===== config.mk =====
export PLATFORM = sky130hd
export DESIGN_NAME = quadratic_bezier_tessellator_unit_flat
export DESIGN_NICKNAME = d
export VERILOG_FILES = /design/src/hdl/qbt_pkg.sv /design/src/hdl/qbt_if.sv /design/src/hdl/qbt_front.sv /design/src/hdl/qbt_queue.sv /design/src/hdl/qbt_div.sv /design/src/hdl/qbt_back.sv /design/src/hdl/quadratic_bezier_tessellator_unit.sv /design/src/flat_wrapper.sv
export SDC_FILE = /design/constraint.sdc
export NUM_CORES = 2
export LEC_CHECK = 0
export ABC_AREA = 1
export BUFFER_PORTS_ARGS = -buffer_cell sky130_fd_sc_hd__buf_4
export CORE_MARGIN = 1
export CORE_UTILIZATION = 55
export CTS_BUF_LIST = sky130_fd_sc_hd__clkbuf_8
export DETAILED_ROUTE_END_ITERATION = 10
export PLACE_DENSITY = 0.8
export SLEW_MARGIN = 0
export SYNTH_ARGS = -nofsm -noshare
export SYNTH_HDL_FRONTEND = slang
export SYNTH_HIERARCHICAL = 1
export SYNTH_SLANG_ARGS = --single-unit

===== constraint.sdc =====
create_clock -name clk -period 10.4 [get_ports clk]
set_input_delay 1.56 -clock clk [delete_from_list [all_inputs] [get_ports clk]]
set_output_delay 1.56 -clock clk [all_outputs]
set_load 0.01 [all_outputs]

===== src/hdl/qbt_pkg.sv =====
// shared constants and types of the quadratic bezier tessellator
// no dependencies; used by every file of the block but the queue and the macros
package qbt_pkg;

    // default coordinate width (signed q2.14)
    localparam int COORD_BITS_DEF = 16;

    // segments register
    localparam int SEG_BITS = 6;
    localparam logic [SEG_BITS-1:0] SEG_RESET = 6'd32;

    // segments squared fits here (63 * 63 = 3969)
    localparam int DEN_BITS = 2 * SEG_BITS;

    // command queue between front and back
    localparam int QUEUE_DEPTH = 2;

    // coordinate slots carried by one command
    localparam int NUM_COORDS = 6;
    localparam int C_P0X = 0;
    localparam int C_P0Y = 1;
    localparam int C_P1X = 2;
    localparam int C_P1Y = 3;
    localparam int C_P2X = 4;
    localparam int C_P2Y = 5;

    typedef enum logic {
        CMD_SEG,
        CMD_ERR
    } cmd_kind_t;

    typedef struct packed {
        cmd_kind_t kind;
        logic      emit_start;
        logic      fin;
    } cmd_ctl_t;

    localparam int CTL_BITS = $bits(cmd_ctl_t);

endpackage


===== src/hdl/qbt_if.sv =====
// valid/ready channel interfaces of the tessellator
// depends on qbt_pkg

// control point word
interface qbt_point_if #(parameter int COORD_BITS = qbt_pkg::COORD_BITS_DEF);
    logic                         valid;
    logic                         ready;
    logic signed [COORD_BITS-1:0] point_x;
    logic signed [COORD_BITS-1:0] point_y;
    logic                         final_point;

    modport source (output valid, point_x, point_y, final_point, input ready);
    modport sink   (input valid, point_x, point_y, final_point, output ready);
endinterface

// curve point word
interface qbt_curve_if #(parameter int COORD_BITS = qbt_pkg::COORD_BITS_DEF);
    logic                         valid;
    logic                         ready;
    logic signed [COORD_BITS-1:0] curve_x;
    logic signed [COORD_BITS-1:0] curve_y;
    logic                         end_of_curve;
    logic                         bad_count;

    modport source (output valid, curve_x, curve_y, end_of_curve, bad_count, input ready);
    modport sink   (input valid, curve_x, curve_y, end_of_curve, bad_count, output ready);
endinterface

// segments register write
interface qbt_cfg_if;
    logic                          valid;
    logic                          ready;
    logic [qbt_pkg::SEG_BITS-1:0]  segments;

    modport source (output valid, segments, input ready);
    modport sink   (input valid, segments, output ready);
endinterface


===== src/hdl/qbt_front.sv =====
// front end: tracks the chain phase and turns points into segment and error commands
// depends on qbt_pkg
module qbt_front #(
    parameter int COORD_BITS = qbt_pkg::COORD_BITS_DEF
) (
    input  logic                                               clk,
    input  logic                                               rst_n,
    input  logic                                               in_valid,
    output logic                                               in_ready,
    input  logic signed [COORD_BITS-1:0]                       in_x,
    input  logic signed [COORD_BITS-1:0]                       in_y,
    input  logic                                               in_fin,
    output logic                                               push,
    output qbt_pkg::cmd_ctl_t                                  push_ctl,
    output logic [qbt_pkg::NUM_COORDS-1:0][COORD_BITS-1:0]     push_coords,
    input  logic                                               queue_full
);

    localparam logic [1:0] PH_FIRST  = 2'd0;
    localparam logic [1:0] PH_HANDLE = 2'd1;
    localparam logic [1:0] PH_END    = 2'd2;

    logic [1:0]                   phase_reg, phase_next;
    logic                         started_reg, started_next;
    logic signed [COORD_BITS-1:0] anchor_x_reg, anchor_x_next;
    logic signed [COORD_BITS-1:0] anchor_y_reg, anchor_y_next;
    logic signed [COORD_BITS-1:0] handle_x_reg, handle_x_next;
    logic signed [COORD_BITS-1:0] handle_y_reg, handle_y_next;
    logic                         accept;

    // a word is taken whenever the queue has room
    assign in_ready = !queue_full;
    assign accept   = in_valid && in_ready;

    // command payload: current segment plus the incoming end point
    always_comb
    begin
        push_coords                       = '0;
        push_coords[qbt_pkg::C_P0X]       = anchor_x_reg;
        push_coords[qbt_pkg::C_P0Y]       = anchor_y_reg;
        push_coords[qbt_pkg::C_P1X]       = handle_x_reg;
        push_coords[qbt_pkg::C_P1Y]       = handle_y_reg;
        push_coords[qbt_pkg::C_P2X]       = in_x;
        push_coords[qbt_pkg::C_P2Y]       = in_y;
    end

    // phase tracking
    always_comb
    begin
        phase_next          = phase_reg;
        started_next        = started_reg;
        anchor_x_next       = anchor_x_reg;
        anchor_y_next       = anchor_y_reg;
        handle_x_next       = handle_x_reg;
        handle_y_next       = handle_y_reg;
        push                = 1'b0;
        push_ctl.kind       = qbt_pkg::CMD_SEG;
        push_ctl.emit_start = !started_reg;
        push_ctl.fin        = in_fin;
        if (accept)
        begin
            unique case (phase_reg)
                PH_FIRST:
                begin
                    anchor_x_next = in_x;
                    anchor_y_next = in_y;
                    phase_next    = PH_HANDLE;
                end
                PH_HANDLE:
                begin
                    handle_x_next = in_x;
                    handle_y_next = in_y;
                    phase_next    = PH_END;
                end
                default:
                begin
                    // segment end, also the unreachable fourth code
                    push          = 1'b1;
                    anchor_x_next = in_x;
                    anchor_y_next = in_y;
                    phase_next    = PH_HANDLE;
                    started_next  = 1'b1;
                end
            endcase
            if (in_fin)
            begin
                phase_next   = PH_FIRST;
                started_next = 1'b0;
                if (phase_reg == PH_FIRST || phase_reg == PH_HANDLE)
                begin
                    push               = 1'b1;
                    push_ctl.kind      = qbt_pkg::CMD_ERR;
                    push_ctl.emit_start = 1'b0;
                end
            end
        end
    end

    always_ff @(posedge clk or negedge rst_n)
    begin
        if (!rst_n)
        begin
            phase_reg    <= PH_FIRST;
            started_reg  <= 1'b0;
            anchor_x_reg <= '0;
            anchor_y_reg <= '0;
            handle_x_reg <= '0;
            handle_y_reg <= '0;
        end
        else
        begin
            phase_reg    <= phase_next;
            started_reg  <= started_next;
            anchor_x_reg <= anchor_x_next;
            anchor_y_reg <= anchor_y_next;
            handle_x_reg <= handle_x_next;
            handle_y_reg <= handle_y_next;
        end
    end

endmodule


===== src/hdl/qbt_queue.sv =====
// small command queue between front and back end
// depends on nothing but its parameters
module qbt_queue #(
    parameter int WIDTH = 8,
    parameter int DEPTH = 2
) (
    input  logic             clk,
    input  logic             rst_n,
    input  logic             push,
    input  logic [WIDTH-1:0] push_data,
    input  logic             pop,
    output logic [WIDTH-1:0] pop_data,
    output logic             empty,
    output logic             full
);

    localparam int IW = (DEPTH > 1) ? $clog2(DEPTH) : 1;
    localparam int CW = $clog2(DEPTH + 1);

    logic [WIDTH-1:0] mem_reg [DEPTH];
    logic [IW-1:0]    wr_ptr_reg, wr_ptr_next;
    logic [IW-1:0]    rd_ptr_reg, rd_ptr_next;
    logic [CW-1:0]    count_reg, count_next;
    logic             do_push;
    logic             do_pop;

    assign empty    = (count_reg == '0);
    assign full     = (count_reg == CW'(DEPTH));
    assign do_push  = push && !full;
    assign do_pop   = pop && !empty;
    assign pop_data = mem_reg[rd_ptr_reg];

    // pointer and fill count update
    always_comb
    begin
        wr_ptr_next = wr_ptr_reg;
        rd_ptr_next = rd_ptr_reg;
        count_next  = count_reg;
        if (do_push)
        begin
            wr_ptr_next = (wr_ptr_reg == IW'(DEPTH - 1)) ? '0 : wr_ptr_reg + 1'b1;
        end
        if (do_pop)
        begin
            rd_ptr_next = (rd_ptr_reg == IW'(DEPTH - 1)) ? '0 : rd_ptr_reg + 1'b1;
        end
        if (do_push && !do_pop)
        begin
            count_next = count_reg + 1'b1;
        end
        else if (do_pop && !do_push)
        begin
            count_next = count_reg - 1'b1;
        end
    end

    always_ff @(posedge clk or negedge rst_n)
    begin
        if (!rst_n)
        begin
            wr_ptr_reg <= '0;
            rd_ptr_reg <= '0;
            count_reg  <= '0;
        end
        else
        begin
            wr_ptr_reg <= wr_ptr_next;
            rd_ptr_reg <= rd_ptr_next;
            count_reg  <= count_next;
        end
    end

    // storage, no reset
    always_ff @(posedge clk)
    begin
        if (do_push)
        begin
            mem_reg[wr_ptr_reg] <= push_data;
        end
    end

endmodule


===== src/hdl/qbt_div.sv =====
// restoring divider, one quotient bit per cycle, floor quotient and remainder
// depends on qbt_pkg
module qbt_div #(
    parameter int NUM_BITS = 24,
    parameter int QUO_BITS = 21
) (
    input  logic                              clk,
    input  logic                              rst_n,
    input  logic                              start,
    input  logic signed [NUM_BITS:0]          num,
    input  logic [qbt_pkg::DEN_BITS-1:0]      den,
    output logic                              busy,
    output logic signed [QUO_BITS-1:0]        quo,
    output logic [qbt_pkg::DEN_BITS-1:0]      rem
);

    localparam int DB = qbt_pkg::DEN_BITS;
    localparam int CW = $clog2(NUM_BITS + 1);

    logic              busy_reg, busy_next;
    logic [CW-1:0]     cnt_reg, cnt_next;
    logic              neg_reg, neg_next;
    logic [DB-1:0]     den_reg, den_next;
    logic [NUM_BITS-1:0] acc_reg, acc_next;
    logic [DB-1:0]     rem_reg, rem_next;
    logic [NUM_BITS:0] mag;
    logic [DB:0]       trial;
    logic [DB:0]       trial_sub;
    logic              ge;
    logic signed [NUM_BITS:0] qmag;
    logic signed [NUM_BITS:0] qsgn;
    logic              fix;

    assign mag       = num[NUM_BITS] ? -num : num;
    assign trial     = {rem_reg, acc_reg[NUM_BITS-1]};
    assign ge        = (trial >= {1'b0, den_reg});
    assign trial_sub = trial - {1'b0, den_reg};

    // one shift-subtract step a cycle
    always_comb
    begin
        busy_next = busy_reg;
        cnt_next  = cnt_reg;
        neg_next  = neg_reg;
        den_next  = den_reg;
        acc_next  = acc_reg;
        rem_next  = rem_reg;
        if (start)
        begin
            busy_next = 1'b1;
            cnt_next  = CW'(NUM_BITS);
            neg_next  = num[NUM_BITS];
            den_next  = den;
            acc_next  = mag[NUM_BITS-1:0];
            rem_next  = '0;
        end
        else if (busy_reg)
        begin
            acc_next  = {acc_reg[NUM_BITS-2:0], ge};
            rem_next  = ge ? trial_sub[DB-1:0] : trial[DB-1:0];
            cnt_next  = cnt_reg - 1'b1;
            busy_next = (cnt_reg != CW'(1));
        end
    end

    always_ff @(posedge clk or negedge rst_n)
    begin
        if (!rst_n)
        begin
            busy_reg <= 1'b0;
            cnt_reg  <= '0;
        end
        else
        begin
            busy_reg <= busy_next;
            cnt_reg  <= cnt_next;
        end
    end

    always_ff @(posedge clk)
    begin
        neg_reg <= neg_next;
        den_reg <= den_next;
        acc_reg <= acc_next;
        rem_reg <= rem_next;
    end

    // floor result for a negative dividend
    assign fix  = neg_reg && (rem_reg != '0);
    assign qmag = $signed({1'b0, acc_reg});
    assign qsgn = neg_reg ? (fix ? -qmag - 2'sd1 : -qmag) : qmag;
    assign quo  = qsgn[QUO_BITS-1:0];
    assign rem  = fix ? den_reg - rem_reg : rem_reg;
    assign busy = busy_reg;

endmodule


===== src/hdl/qbt_back.sv =====
// back end: per segment sets up difference terms with dividers,
// then steps the curve one point a cycle into the output register while that is free
// depends on qbt_pkg and qbt_div
module qbt_back #(
    parameter int COORD_BITS = qbt_pkg::COORD_BITS_DEF
) (
    input  logic                                            clk,
    input  logic                                            rst_n,
    input  logic                                            cfg_we,
    input  logic [qbt_pkg::SEG_BITS-1:0]                    cfg_data,
    input  logic                                            q_empty,
    output logic                                            q_pop,
    input  qbt_pkg::cmd_ctl_t                               q_ctl,
    input  logic [qbt_pkg::NUM_COORDS-1:0][COORD_BITS-1:0]  q_coords,
    output logic                                            out_valid,
    input  logic                                            out_ready,
    output logic [COORD_BITS-1:0]                           out_x,
    output logic [COORD_BITS-1:0]                           out_y,
    output logic                                            out_eoc,
    output logic                                            out_bad
);

    localparam int C        = COORD_BITS;
    localparam int NUM_BITS = C + 8;
    localparam int QW       = C + 5;
    localparam int BW       = C + 3;
    localparam int DB       = qbt_pkg::DEN_BITS;
    localparam int SB       = qbt_pkg::SEG_BITS;
    localparam int SW       = QW + DB;

    localparam logic [QW-1:0] SAT_MAX = {{(QW - C + 1){1'b0}}, {(C - 1){1'b1}}};
    localparam logic [QW-1:0] SAT_MIN = {{(QW - C + 1){1'b1}}, {(C - 1){1'b0}}};

    localparam logic [2:0] S_IDLE = 3'd0;
    localparam logic [2:0] S_ERR  = 3'd1;
    localparam logic [2:0] S_PREP = 3'd2;
    localparam logic [2:0] S_DIV  = 3'd3;
    localparam logic [2:0] S_EMIT = 3'd4;

    logic [2:0]    state_reg, state_next;
    logic [SB-1:0] seg_reg, seg_next;
    logic [SB-1:0] n_reg, n_next;
    logic [DB-1:0] den_reg, den_next;
    logic          fin_reg, fin_next;
    logic          start_pend_reg, start_pend_next;
    logic [SB-1:0] jcnt_reg, jcnt_next;
    logic [qbt_pkg::NUM_COORDS-1:0][C-1:0] coords_reg, coords_next;

    logic [QW-1:0] val_q_reg [2];
    logic [QW-1:0] val_q_next [2];
    logic [DB-1:0] val_r_reg [2];
    logic [DB-1:0] val_r_next [2];
    logic [QW-1:0] d1_q_reg [2];
    logic [QW-1:0] d1_q_next [2];
    logic [DB-1:0] d1_r_reg [2];
    logic [DB-1:0] d1_r_next [2];
    logic [QW-1:0] d2_q_reg [2];
    logic [QW-1:0] d2_q_next [2];
    logic [DB-1:0] d2_r_reg [2];
    logic [DB-1:0] d2_r_next [2];

    logic          out_valid_reg, out_valid_next;
    logic [C-1:0]  out_x_reg, out_x_next;
    logic [C-1:0]  out_y_reg, out_y_next;
    logic          out_eoc_reg, out_eoc_next;
    logic          out_bad_reg, out_bad_next;

    logic [SB-1:0] n_eff;
    logic          slot_free;
    logic          div_start;
    logic [3:0]    div_busy;
    logic          last_pt;
    logic signed [SB+1:0] two_n_s;
    logic [QW-1:0] d1_quo [2];
    logic [DB-1:0] d1_rem [2];
    logic [QW-1:0] d2_quo [2];
    logic [DB-1:0] d2_rem [2];
    logic [SW-1:0] val_step [2];
    logic [SW-1:0] d1_step [2];
    logic [C-1:0]  pt [2];

    // add two values held as quotient and remainder over den
    function automatic logic [SW-1:0] nadd(
        input logic [QW-1:0] aq,
        input logic [DB-1:0] ar,
        input logic [QW-1:0] bq,
        input logic [DB-1:0] br,
        input logic [DB-1:0] den
    );
        logic [QW-1:0] sq;
        logic [DB:0]   sr;
        logic [DB:0]   sd;
        sq = aq + bq;
        sr = {1'b0, ar} + {1'b0, br};
        sd = sr - {1'b0, den};
        if (sr >= {1'b0, den})
        begin
            return {sq + QW'(1), sd[DB-1:0]};
        end
        return {sq, sr[DB-1:0]};
    endfunction

    // round to nearest, ties away from zero, then saturate
    function automatic logic [C-1:0] round_sat(
        input logic [QW-1:0] q,
        input logic [DB-1:0] r,
        input logic [DB-1:0] den
    );
        logic [DB-1:0] half;
        logic          up;
        logic [QW-1:0] rnd;
        half = den >> 1;
        up   = q[QW-1] ? (r > half) : (r >= den - half);
        rnd  = q + QW'(up);
        if ($signed(rnd) > $signed(SAT_MAX))
        begin
            rnd = SAT_MAX;
        end
        else if ($signed(rnd) < $signed(SAT_MIN))
        begin
            rnd = SAT_MIN;
        end
        return rnd[C-1:0];
    endfunction

    assign n_eff     = (seg_reg == '0) ? SB'(1) : seg_reg;
    assign slot_free = !out_valid_reg || out_ready;
    assign div_start = (state_reg == S_PREP);
    assign last_pt   = (jcnt_reg == n_reg - 1'b1);
    assign two_n_s   = $signed({1'b0, n_reg, 1'b0});

    // per axis: difference-term numerators and their dividers
    for (genvar a = 0; a < 2; a++)
    begin : g_axis
        logic signed [C:0]          a_diff;
        logic signed [BW-1:0]       b_sum;
        logic signed [NUM_BITS:0]   prod;
        logic signed [NUM_BITS:0]   n1;
        logic signed [NUM_BITS:0]   n2;

        // first difference 2nA + B and second difference 2B
        assign a_diff = (C + 1)'($signed(coords_reg[qbt_pkg::C_P1X + a]))
                      - (C + 1)'($signed(coords_reg[qbt_pkg::C_P0X + a]));
        assign b_sum  = BW'($signed(coords_reg[qbt_pkg::C_P0X + a]))
                      - (BW'($signed(coords_reg[qbt_pkg::C_P1X + a])) <<< 1)
                      + BW'($signed(coords_reg[qbt_pkg::C_P2X + a]));
        assign prod   = a_diff * two_n_s;
        assign n1     = prod + (NUM_BITS + 1)'(b_sum);
        assign n2     = (NUM_BITS + 1)'(b_sum) <<< 1;

        qbt_div #(
            .NUM_BITS (NUM_BITS),
            .QUO_BITS (QW)
        ) u_div_d1 (
            .clk   (clk),
            .rst_n (rst_n),
            .start (div_start),
            .num   (n1),
            .den   (den_reg),
            .busy  (div_busy[2 * a]),
            .quo   (d1_quo[a]),
            .rem   (d1_rem[a])
        );

        qbt_div #(
            .NUM_BITS (NUM_BITS),
            .QUO_BITS (QW)
        ) u_div_d2 (
            .clk   (clk),
            .rst_n (rst_n),
            .start (div_start),
            .num   (n2),
            .den   (den_reg),
            .busy  (div_busy[2 * a + 1]),
            .quo   (d2_quo[a]),
            .rem   (d2_rem[a])
        );
    end

    // next curve point and next first difference
    always_comb
    begin
        for (int a = 0; a < 2; a++)
        begin
            val_step[a] = nadd(val_q_reg[a], val_r_reg[a], d1_q_reg[a], d1_r_reg[a], den_reg);
            d1_step[a]  = nadd(d1_q_reg[a], d1_r_reg[a], d2_q_reg[a], d2_r_reg[a], den_reg);
            pt[a]       = round_sat(val_step[a][SW-1:DB], val_step[a][DB-1:0], den_reg);
        end
    end

    // sequencer
    always_comb
    begin
        state_next      = state_reg;
        seg_next        = seg_reg;
        n_next          = n_reg;
        den_next        = den_reg;
        fin_next        = fin_reg;
        start_pend_next = start_pend_reg;
        jcnt_next       = jcnt_reg;
        coords_next     = coords_reg;
        val_q_next      = val_q_reg;
        val_r_next      = val_r_reg;
        d1_q_next       = d1_q_reg;
        d1_r_next       = d1_r_reg;
        d2_q_next       = d2_q_reg;
        d2_r_next       = d2_r_reg;
        out_valid_next  = out_valid_reg && !out_ready;
        out_x_next      = out_x_reg;
        out_y_next      = out_y_reg;
        out_eoc_next    = out_eoc_reg;
        out_bad_next    = out_bad_reg;
        q_pop           = 1'b0;

        if (cfg_we)
        begin
            seg_next = cfg_data;
        end

        unique case (state_reg)
            S_IDLE:
            begin
                if (!q_empty)
                begin
                    q_pop           = 1'b1;
                    coords_next     = q_coords;
                    fin_next        = q_ctl.fin;
                    n_next          = n_eff;
                    den_next        = DB'(n_eff * n_eff);
                    start_pend_next = q_ctl.emit_start && (q_ctl.kind == qbt_pkg::CMD_SEG);
                    state_next      = (q_ctl.kind == qbt_pkg::CMD_ERR) ? S_ERR : S_PREP;
                end
            end
            S_ERR:
            begin
                if (slot_free)
                begin
                    out_valid_next = 1'b1;
                    out_x_next     = '0;
                    out_y_next     = '0;
                    out_eoc_next   = 1'b1;
                    out_bad_next   = 1'b1;
                    state_next     = S_IDLE;
                end
            end
            S_PREP:
            begin
                // dividers start this cycle; curve value starts at P0 exactly
                for (int a = 0; a < 2; a++)
                begin
                    val_q_next[a] = QW'($signed(coords_reg[qbt_pkg::C_P0X + a]));
                    val_r_next[a] = '0;
                end
                jcnt_next  = '0;
                state_next = S_DIV;
            end
            S_DIV:
            begin
                if (div_busy == '0)
                begin
                    d1_q_next  = d1_quo;
                    d1_r_next  = d1_rem;
                    d2_q_next  = d2_quo;
                    d2_r_next  = d2_rem;
                    state_next = S_EMIT;
                end
            end
            S_EMIT:
            begin
                if (!start_pend_reg && slot_free)
                begin
                    out_valid_next = 1'b1;
                    out_x_next     = pt[0];
                    out_y_next     = pt[1];
                    out_eoc_next   = fin_reg && last_pt;
                    out_bad_next   = 1'b0;
                    for (int a = 0; a < 2; a++)
                    begin
                        val_q_next[a] = val_step[a][SW-1:DB];
                        val_r_next[a] = val_step[a][DB-1:0];
                        d1_q_next[a]  = d1_step[a][SW-1:DB];
                        d1_r_next[a]  = d1_step[a][DB-1:0];
                    end
                    jcnt_next = jcnt_reg + 1'b1;
                    if (last_pt)
                    begin
                        state_next = S_IDLE;
                    end
                end
            end
            default:
            begin
                state_next = S_IDLE;
            end
        endcase

        // chain start point goes out once the output is free, ahead of the first curve point
        if (start_pend_reg && slot_free
            && (state_reg == S_PREP || state_reg == S_DIV || state_reg == S_EMIT))
        begin
            start_pend_next = 1'b0;
            out_valid_next  = 1'b1;
            out_x_next      = coords_reg[qbt_pkg::C_P0X];
            out_y_next      = coords_reg[qbt_pkg::C_P0Y];
            out_eoc_next    = 1'b0;
            out_bad_next    = 1'b0;
        end
    end

    always_ff @(posedge clk or negedge rst_n)
    begin
        if (!rst_n)
        begin
            state_reg      <= S_IDLE;
            seg_reg        <= qbt_pkg::SEG_RESET;
            start_pend_reg <= 1'b0;
            out_valid_reg  <= 1'b0;
        end
        else
        begin
            state_reg      <= state_next;
            seg_reg        <= seg_next;
            start_pend_reg <= start_pend_next;
            out_valid_reg  <= out_valid_next;
        end
    end

    // datapath registers, no reset
    always_ff @(posedge clk)
    begin
        n_reg       <= n_next;
        den_reg     <= den_next;
        fin_reg     <= fin_next;
        jcnt_reg    <= jcnt_next;
        coords_reg  <= coords_next;
        val_q_reg   <= val_q_next;
        val_r_reg   <= val_r_next;
        d1_q_reg    <= d1_q_next;
        d1_r_reg    <= d1_r_next;
        d2_q_reg    <= d2_q_next;
        d2_r_reg    <= d2_r_next;
        out_x_reg   <= out_x_next;
        out_y_reg   <= out_y_next;
        out_eoc_reg <= out_eoc_next;
        out_bad_reg <= out_bad_next;
    end

    assign out_valid = out_valid_reg;
    assign out_x     = out_x_reg;
    assign out_y     = out_y_reg;
    assign out_eoc   = out_eoc_reg;
    assign out_bad   = out_bad_reg;

endmodule


===== src/hdl/quadratic_bezier_tessellator_unit.sv =====
// A start or handle point is taken and gives nothing unless it ends the chain. With the back
// end idle, a segment end passes through the command queue into the setup state; a new chain's
// start point goes to the output register first, while the bit-serial dividers work if free;
// curve points follow from the stepper, one a cycle while the receiver takes them. A segment
// is taken only once the last is stepped out. A bad count gives its error word via the queue.
// Reset (async, active low) clears phase and control state and sets segments to 32.
module quadratic_bezier_tessellator_unit #(
    parameter int COORD_BITS = qbt_pkg::COORD_BITS_DEF
) (
    input  logic          clk,
    input  logic          rst_n,
    qbt_point_if.sink     point,
    qbt_curve_if.source   curve,
    qbt_cfg_if.sink       cfg
);

    localparam int QWIDTH = qbt_pkg::CTL_BITS + qbt_pkg::NUM_COORDS * COORD_BITS;

    logic                                               push;
    qbt_pkg::cmd_ctl_t                                  push_ctl;
    logic [qbt_pkg::NUM_COORDS-1:0][COORD_BITS-1:0]     push_coords;
    logic                                               q_full;
    logic                                               q_empty;
    logic                                               q_pop;
    logic [QWIDTH-1:0]                                  q_head;
    qbt_pkg::cmd_ctl_t                                  head_ctl;
    logic [qbt_pkg::NUM_COORDS-1:0][COORD_BITS-1:0]     head_coords;

    // register writes are always taken
    assign cfg.ready = 1'b1;

    // front end
    qbt_front #(
        .COORD_BITS (COORD_BITS)
    ) u_front (
        .clk         (clk),
        .rst_n       (rst_n),
        .in_valid    (point.valid),
        .in_ready    (point.ready),
        .in_x        (point.point_x),
        .in_y        (point.point_y),
        .in_fin      (point.final_point),
        .push        (push),
        .push_ctl    (push_ctl),
        .push_coords (push_coords),
        .queue_full  (q_full)
    );

    // command queue
    qbt_queue #(
        .WIDTH (QWIDTH),
        .DEPTH (qbt_pkg::QUEUE_DEPTH)
    ) u_queue (
        .clk       (clk),
        .rst_n     (rst_n),
        .push      (push),
        .push_data ({push_ctl, push_coords}),
        .pop       (q_pop),
        .pop_data  (q_head),
        .empty     (q_empty),
        .full      (q_full)
    );

    assign {head_ctl, head_coords} = q_head;

    // back end
    qbt_back #(
        .COORD_BITS (COORD_BITS)
    ) u_back (
        .clk       (clk),
        .rst_n     (rst_n),
        .cfg_we    (cfg.valid),
        .cfg_data  (cfg.segments),
        .q_empty   (q_empty),
        .q_pop     (q_pop),
        .q_ctl     (head_ctl),
        .q_coords  (head_coords),
        .out_valid (curve.valid),
        .out_ready (curve.ready),
        .out_x     (curve.curve_x),
        .out_y     (curve.curve_y),
        .out_eoc   (curve.end_of_curve),
        .out_bad   (curve.bad_count)
    );

endmodule


===== src/flat_wrapper.sv =====
// flat-port wrapper written by rule: the top's interface ports become plain ports
module quadratic_bezier_tessellator_unit_flat 
#(
    parameter int COORD_BITS = qbt_pkg::COORD_BITS_DEF
)
  (clk, rst_n, point_valid, point_point_x, point_point_y, point_final_point, point_ready, curve_valid, curve_curve_x, curve_curve_y, curve_end_of_curve, curve_bad_count, curve_ready, cfg_valid, cfg_segments, cfg_ready);
  qbt_point_if #(.COORD_BITS(COORD_BITS)) point_i ();
  qbt_curve_if #(.COORD_BITS(COORD_BITS)) curve_i ();
  qbt_cfg_if cfg_i ();
  input  logic clk;
  input  logic rst_n;
  input wire logic [$bits(point_i.valid)-1:0] point_valid;
  input wire logic [$bits(point_i.point_x)-1:0] point_point_x;
  input wire logic [$bits(point_i.point_y)-1:0] point_point_y;
  input wire logic [$bits(point_i.final_point)-1:0] point_final_point;
  output wire logic [$bits(point_i.ready)-1:0] point_ready;
  output wire logic [$bits(curve_i.valid)-1:0] curve_valid;
  output wire logic [$bits(curve_i.curve_x)-1:0] curve_curve_x;
  output wire logic [$bits(curve_i.curve_y)-1:0] curve_curve_y;
  output wire logic [$bits(curve_i.end_of_curve)-1:0] curve_end_of_curve;
  output wire logic [$bits(curve_i.bad_count)-1:0] curve_bad_count;
  input wire logic [$bits(curve_i.ready)-1:0] curve_ready;
  input wire logic [$bits(cfg_i.valid)-1:0] cfg_valid;
  input wire logic [$bits(cfg_i.segments)-1:0] cfg_segments;
  output wire logic [$bits(cfg_i.ready)-1:0] cfg_ready;
  assign point_i.valid = point_valid;
  assign point_i.point_x = point_point_x;
  assign point_i.point_y = point_point_y;
  assign point_i.final_point = point_final_point;
  assign point_ready = point_i.ready;
  assign curve_valid = curve_i.valid;
  assign curve_curve_x = curve_i.curve_x;
  assign curve_curve_y = curve_i.curve_y;
  assign curve_end_of_curve = curve_i.end_of_curve;
  assign curve_bad_count = curve_i.bad_count;
  assign curve_i.ready = curve_ready;
  assign cfg_i.valid = cfg_valid;
  assign cfg_i.segments = cfg_segments;
  assign cfg_ready = cfg_i.ready;
  quadratic_bezier_tessellator_unit #(.COORD_BITS(COORD_BITS)) u_core (.clk(clk), .rst_n(rst_n), .point(point_i), .curve(curve_i), .cfg(cfg_i));
endmodule

# ---- Word-level counts from Yosys, hierarchy flattened
# Memories as Yosys holds them, arrays and structs flattened.
# Cells that the tools add are included.
dict set report word_totals {
  regBits 619
  latch_bits 0
  mem_bits_rw 198
  rom_bits 0
  input_bits 44
  output_inout_bits 37
  elab_cells 338
  mem_count 1
}
dict set report op_classes {
  addsub 57
  mul 3
  n_div 0
  n_lt_le_gt_ge 16
  n_eq_ne 20
  shifts 0
  muxes 120
  bitwise_logic 3
  n_reduce_logical 58
}
# name depth width read_ports rd_ports_with_merged_regs wr line_no
set mem_list {}
lappend mem_list {u_core.u_queue.mem_reg 2 99 1 0 1 qbt_queue.sv:20} ;# logic [WIDTH-1:0] mem_reg [DEPTH];
# cell n
set op_table {}
lappend op_table {{2-to-1 mux 24 bit} 15}
lappend op_table {{2-to-1 mux 33 bit} 8}
lappend op_table {{2-to-1 mux 21 bit} 8}
lappend op_table {{case mux 42 bit (2 select lines)} 2}
lappend op_table {{2-to-1 mux 16 bit} 9}
lappend op_table {{subtractor 12 bit} 12}
lappend op_table {{2-to-1 mux 42 bit} 3}
lappend op_table {{>= comparator 13 x 12 -> 1 bit} 8}
lappend op_table {{2-to-1 mux 12 bit} 8}
lappend op_table {{case mux 24 bit (2 select lines)} 2}
lappend op_table {{adder 21 x 1 -> 21 bit (second input constant)} 4}
lappend op_table {{adder 21 bit} 4}
lappend op_table {{negator 21 bit} 4}
lappend op_table {{subtractor 21 x 2 -> 21 bit (second input constant)} 4}
lappend op_table {{case mux 16 bit (2 select lines)} 2}
lappend op_table {{adder 12 x 12 -> 13 bit} 4}
lappend op_table {{adder 25 x 19 -> 25 bit} 2}
lappend op_table {{multiplier 17 x 7 -> 24 bit} 2}
lappend op_table {{negator 20 -> 24 bit} 2}
lappend op_table {{negator 24 bit} 2}
lappend op_table {{nonzero test 12 bit} 4}
lappend op_table {{adder 21 x 1 -> 21 bit} 2}
lappend op_table {{> comparator 21 x 16 -> 1 bit (second input constant)} 2}
lappend op_table {{less-than comparator 21 x 16 -> 1 bit (second input constant)} 2}
lappend op_table {{other kinds (46)} 162}

# ---- Depth between registers and ports, before layout
dict set report logic_depth {
  word_depth 13
  mapped_depth 54
}

# ---- Hierarchy
# Netlist, hierarchy kept.
# module n_inst cells_per_inst area_each_um2
set modules_own_cells {}
lappend modules_own_cells {qbt_back 1 5246 40642.7}
lappend modules_own_cells {{qbt_div (u_core.u_back.g_axis[0].u_div_d2 ...)} 2 839 5475.3}
lappend modules_own_cells {qbt_queue 1 548 7422.1}
lappend modules_own_cells {{qbt_div (u_core.u_back.g_axis[1].u_div_d2)} 1 878 5647.9}
lappend modules_own_cells {{qbt_div (u_core.u_back.g_axis[0].u_div_d1)} 1 847 5502.8}
lappend modules_own_cells {qbt_front 1 337 2972.9}
lappend modules_own_cells {quadratic_bezier_tessellator_unit 1 2 11.3}

# ---- Worst setup path after synthesis
# No wires, ideal clock.
dict set report synth_path {
  path_kind {reg2reg}
  start {register u_core/u_back/coords_reg[32] in the netlist's numbering}
  end {register u_core.u_back.g_axis[0].u_div_d1.acc_reg[22] (data pin)}
  setup_ns 0.269
  t_arrival_ns 7.988
  required_ns 10.131
  setup_slack_ns 2.143
  stages_incl_launch_ff 46
  n_path_buf 2
  path_cell_list {edfxtp_1 inv_1 ha_1 inv_1 fa_1 a21oi_1 o21ai_0 nand2_1 nand2_1 a21oi_1 or2_2 nand2_1 inv_1 nand2_1 fa_1 inv_1 fa_1 fa_1 (+10 left out) nand2_1 nand2_1 nand2_1 xor2_1 ha_1 inv_1 nor3_1 inv_1 a21oi_1 a2111oi_0 o21ai_0 xnor2_1 clkbuf_1 inv_1 clkbuf_1 o21ai_0 xnor2_1 o21ai_0}
}
# item line_no
set synth_lines {}
lappend synth_lines {{start, declared} qbt_back.sv:47} ;# logic [qbt_pkg::NUM_COORDS-1:0][C-1:0] coords_reg, coords_next;
lappend synth_lines {{start signal, assigned} qbt_back.sv:335} ;# coords_reg <= coords_next;
lappend synth_lines {{subtractor 16 x 16 -> 17 bit / subtractor 16 x 17 -> 18 bit (equally long branches)} {qbt_back.sv:143, qbt_back.sv:145}}
lappend synth_lines {{multiplier 17 x 7 -> 24 bit / adder 18 x 16 -> 19 bit (equally long branches)} {qbt_back.sv:147, qbt_back.sv:146}}
lappend synth_lines {{adder 25 x 19 -> 25 bit *} qbt_back.sv:148} ;# assign n1 = prod + (NUM_BITS + 1)'(b_sum);
lappend synth_lines {{named net u_core.u_back.g_axis[0].n1[24]} qbt_back.sv:138} ;# logic signed [NUM_BITS:0] n1;
lappend synth_lines {{2-to-1 mux 24 bit *} qbt_div.sv:34} ;# assign mag = num[NUM_BITS] ? -num : num;
lappend synth_lines {{2-to-1 mux 24 bit *} qbt_div.sv:48} ;# if (start)
lappend synth_lines {{named net u_core.u_back.g_axis[0].u_div_d1.acc_next[22]} qbt_div.sv:24} ;# logic [NUM_BITS-1:0] acc_reg, acc_next;
lappend synth_lines {{end signal, assigned} qbt_div.sv:84} ;# acc_reg <= acc_next;
lappend synth_lines {{end, declared} qbt_div.sv:24}
# Mark *: on every way through the listed nets, which the timed path passes. The rest lies on a longest branch.
# A chain may end at the register's enable or synchronous reset.

# ---- Worst setup path in the final report
# Same ends and word-level chain as after synthesis.

==> results.json <==
{
  "synthSimpleGateAreaFrac_pct": 27.0,
  "synthMostInstantiatedCell": "nand2_1",
  "finalCritPeriodShare_pct": 91.0,
  "tns_ps": 0,
  "clk_latency_ps": 950,
  "clock_skew_ps": 86.9,
  "finalHoldViolCount": 0,
  "topRoutingLayerUsed": "met5",
  "num_vias": 64200,
  "synth.largest_area_cell": "edfxtp_1",
  "synth_area_leaders": "edfxtp_1 29%, nand2_1 14%, ha_1 9.8%",
  "grt_overflow": 0,
  "pre_cts_ws_ps": 891,
  "place_hpwl_um": 157000,
  "drive_above_1_share_pct": 7.30,
  "criticalPathCategory": "reg2reg",
  "synthCells": 9536,
  "drtIter0Drc": 6280,
  "reg2reg_from": "u_core/u_back/coords_reg[32]$_DFFE_PP_",
  "fmax_mhz": 106,
  "slew_headroom_pct": 23.1,
  "routabilityCongestion": 0.961,
  "drtAntennaViolNets": 0,
  "grt_pass1_wl_um": 320000,
  "core_area_sq_mm": 0.132,
  "post-route-util_pct": 59.5,
  "dr_wl_met2_um": 91800,
  "die_w_um": 367,
  "status": "finished, final reports clean",
  "netlist_area_sq_mm": 0.0732,
  "r2r_end": "u_core/u_back/g_axis[0].u_div_d1/acc_reg[22]$_DFFE_PP_",
  "r2r_cells": 46,
  "wl_per_cell_um": 17.8,
  "grt_usage_pct": 29.7,
  "netlist.area_leader.share_pct": 28.5,
  "fill_cells": 11500,
  "row_count": 133,
  "synthXorXnorAreaFrac_pct": 6.01,
  "grt_pass1_vias": 60700,
  "critical_path_required_ps": 11010,
  "first_pass_iters": 6,
  "synth_ff_type": "edfxtp_1",
  "holdPathStages": 0,
  "htreeDepth": 4,
  "setup_viol": 0,
  "maxCapViolCount": 0,
  "seq_area_frac_synth_pct": 33.5,
  "antenna_found_initial": 7,
  "clk_pin_slew_ps": 70,
  "finalMaxSlewViolations": 0,
  "viasPerCell": 5.60,
  "cts_root_buf": "clkbuf_8",
  "synth_top_family_by_area": "simple AND/OR/NAND/NOR gates",
  "clockBufferDepth": 3,
  "netlist-cell-type-count": 72,
  "hp-class": "reg2reg",
  "wl_met3_um": 16900,
  "synth_compound_area_share_pct": 9.56,
  "cts.sink_count": 851,
  "worstMarginPinSlew_ps": 1150,
  "io_buffers": 79,
  "netlist_top_cells_count": "2,695 x nand2_1, 1,285 x inv_1, 763 x nor2_1, 695 x edfxtp_1, 574 x ha_1",
  "synth-adder-area-share_pct": 15.4,
  "drc": 0,
  "wl_um": 204000,
  "async_flop_share_pct": 12.5,
  "hold_slack_ps": 441,
  "nets": 10400,
  "synth_edf_count": 695,
  "synthMuxAreaShare_pct": 0,
  "critPathMaxFanout": 13,
  "dieArea_sq_mm": 0.134,
  "min_period_ps": 9470,
  "cts_tree": "yes",
  "min_from": "u_core/u_front/anchor_x_reg[1]$_DFFE_PN0P_",
  "die_h_um": 367,
  "numCtsBuffers": 146,
  "r2r_slack_ps": 930,
  "synth-seq-cells": 851,
  "yosys_warnings": 6,
  "fin_ws_ps": 931,
  "cpMaxStageDelayCell": "fa_1",
  "avgSynthCellArea_sq_um": 7.67,
  "area_growth_pct": 7.00,
  "slowest_delay_ps": 520,
  "cts_hold_buffers": 0,
  "critPathCaptureType": "flip-flop",
  "crit_path_start_kind": "flip-flop",
  "drt-met1-wl_um": 87800,
  "grt_max_degree": 110,
  "hold_end": "u_core/u_queue/mem_reg[0][1]$_DFFE_PP_",
  "rsz0062_at_grt": "false",
  "start_util_pct": 55.6,
  "num_io_pins": 81,
  "arrival_ps": 10070,
  "largest_register_ffs": 198
}
stage by stage:
stage | area, sq um | cells
3_5_place_dp | 75200 | 11200
2_1_floorplan | 73200 | 9541
3_3_place_gp | 75200 | 11200
4_1_cts | 78300 | 11500
6_report | 78300 | 11500
5_1_grt | 78300 | 11500
cell usage in the layout (no fill, tap or decap), types with 9 or more instances in the layout:
cell type  count
nor2_1       759
o21ai_0      480
nor4_1        13
nor2_2        64
xnor2_1      143
nand2_2       87
nor2_4        52
nand2_4       16
nand3b_1      29
o221ai_1       9
or2_2         47
clkbuf_8     162
o21bai_1      63
o21ai_1       50
dfxtp_1       50
inv_1       1321
nor3_1        83
nand3_2       29
o22ai_1       34
fa_1         202
nand2_1     2692
nand4_1      122
a21oi_1      445
clkinv_2      22
buf_4        127
o211ai_1      39
a211oi_1      13
nand3_1      563
bufinv_16     10
a31oi_1       46
clkinv_1      26
ha_1         574
dfrtp_1      104
a21o_1        20
xor2_1       345
edfxtp_1     695
a21boi_0      13
o31ai_1       15
inv_2         44
kinds of logic after synthesis:
family / Yosys count
simple gates: 4581
buf+inv: 1564
compound gates: 1264
flops: 851
fa+ha+maj: 777
xor+xnor: 496
other cells: 3
worst max-delay path: cells and delay by family, from the launching register on:
family	cells	cell delay (ps)
XOR/XNOR	3	710
adder cells (fa/ha/maj)	8	3140
AND/OR/NAND/NOR	11	870
AO/OA/AOI/OAI	16	3240
buffers and inverters	8	770
flip-flops	1	430
area by class of cell:
class | instances | area [sq um] | area share, %
Inverter | 1334 | 5010 | 6.40
Clock buffer | 162 | 2230 | 2.85
Multi-Input combinational cell | 7126 | 42500 | 54.3
Antenna cell | 2 | 5.00 | 0.00639
Sequential cell | 851 | 24500 | 31.3
Timing Repair Buffer | 128 | 973 | 1.24
Clock inverter | 108 | 858 | 1.10
Tap cell | 1755 | 2200 | 2.81
worst max-delay path by stage:
stage / startpoint / end / slack [ps]
global placement: u_core/u_back/coords_reg[32]$_DFFE_PP_ / u_core/u_back/g_axis[0].u_div_d1/acc_reg[16]$_DFFE_PP_ / 1070
finish: u_core/u_back/coords_reg[32]$_DFFE_PP_ / u_core/u_back/g_axis[0].u_div_d1/acc_reg[22]$_DFFE_PP_ / 930
global route: u_core/u_back/coords_reg[16]$_DFFE_PP_ / u_core/u_back/g_axis[1].u_div_d1/acc_reg[6]$_DFFE_PP_ / 110
CTS: u_core/u_back/coords_reg[32]$_DFFE_PP_ / u_core/u_back/g_axis[0].u_div_d1/acc_reg[16]$_DFFE_PP_ / 820
floorplan: u_core/u_back/coords_reg[32]$_DFFE_PP_ / u_core/u_back/g_axis[0].u_div_d1/acc_reg[22]$_DFFE_PP_ / 2140
detailed placement: u_core/u_back/coords_reg[32]$_DFFE_PP_ / u_core/u_back/g_axis[0].u_div_d1/acc_reg[22]$_DFFE_PP_ / 890
repair_timing:
item | CTS | global route
setup endpoints to repair | 0 | 2
endpoints found under the hold margin | 0 | 0
setup buffers | 0 | 0
gates resized for setup | 0 | 1
layer usage:
metal | GRT usage (%) | vias to the layer above
li1 | - | 31200
met1 | 40.3 | 30000
met2 | 47.7 | 2533
met3 | 4.80 | 418
met4 | 11.2 | 6
met5 | 0 | -
Power is left out: the tool's default activity adds up to more than one toggle a clock period on the data nets, which glitch-free logic cannot reach.
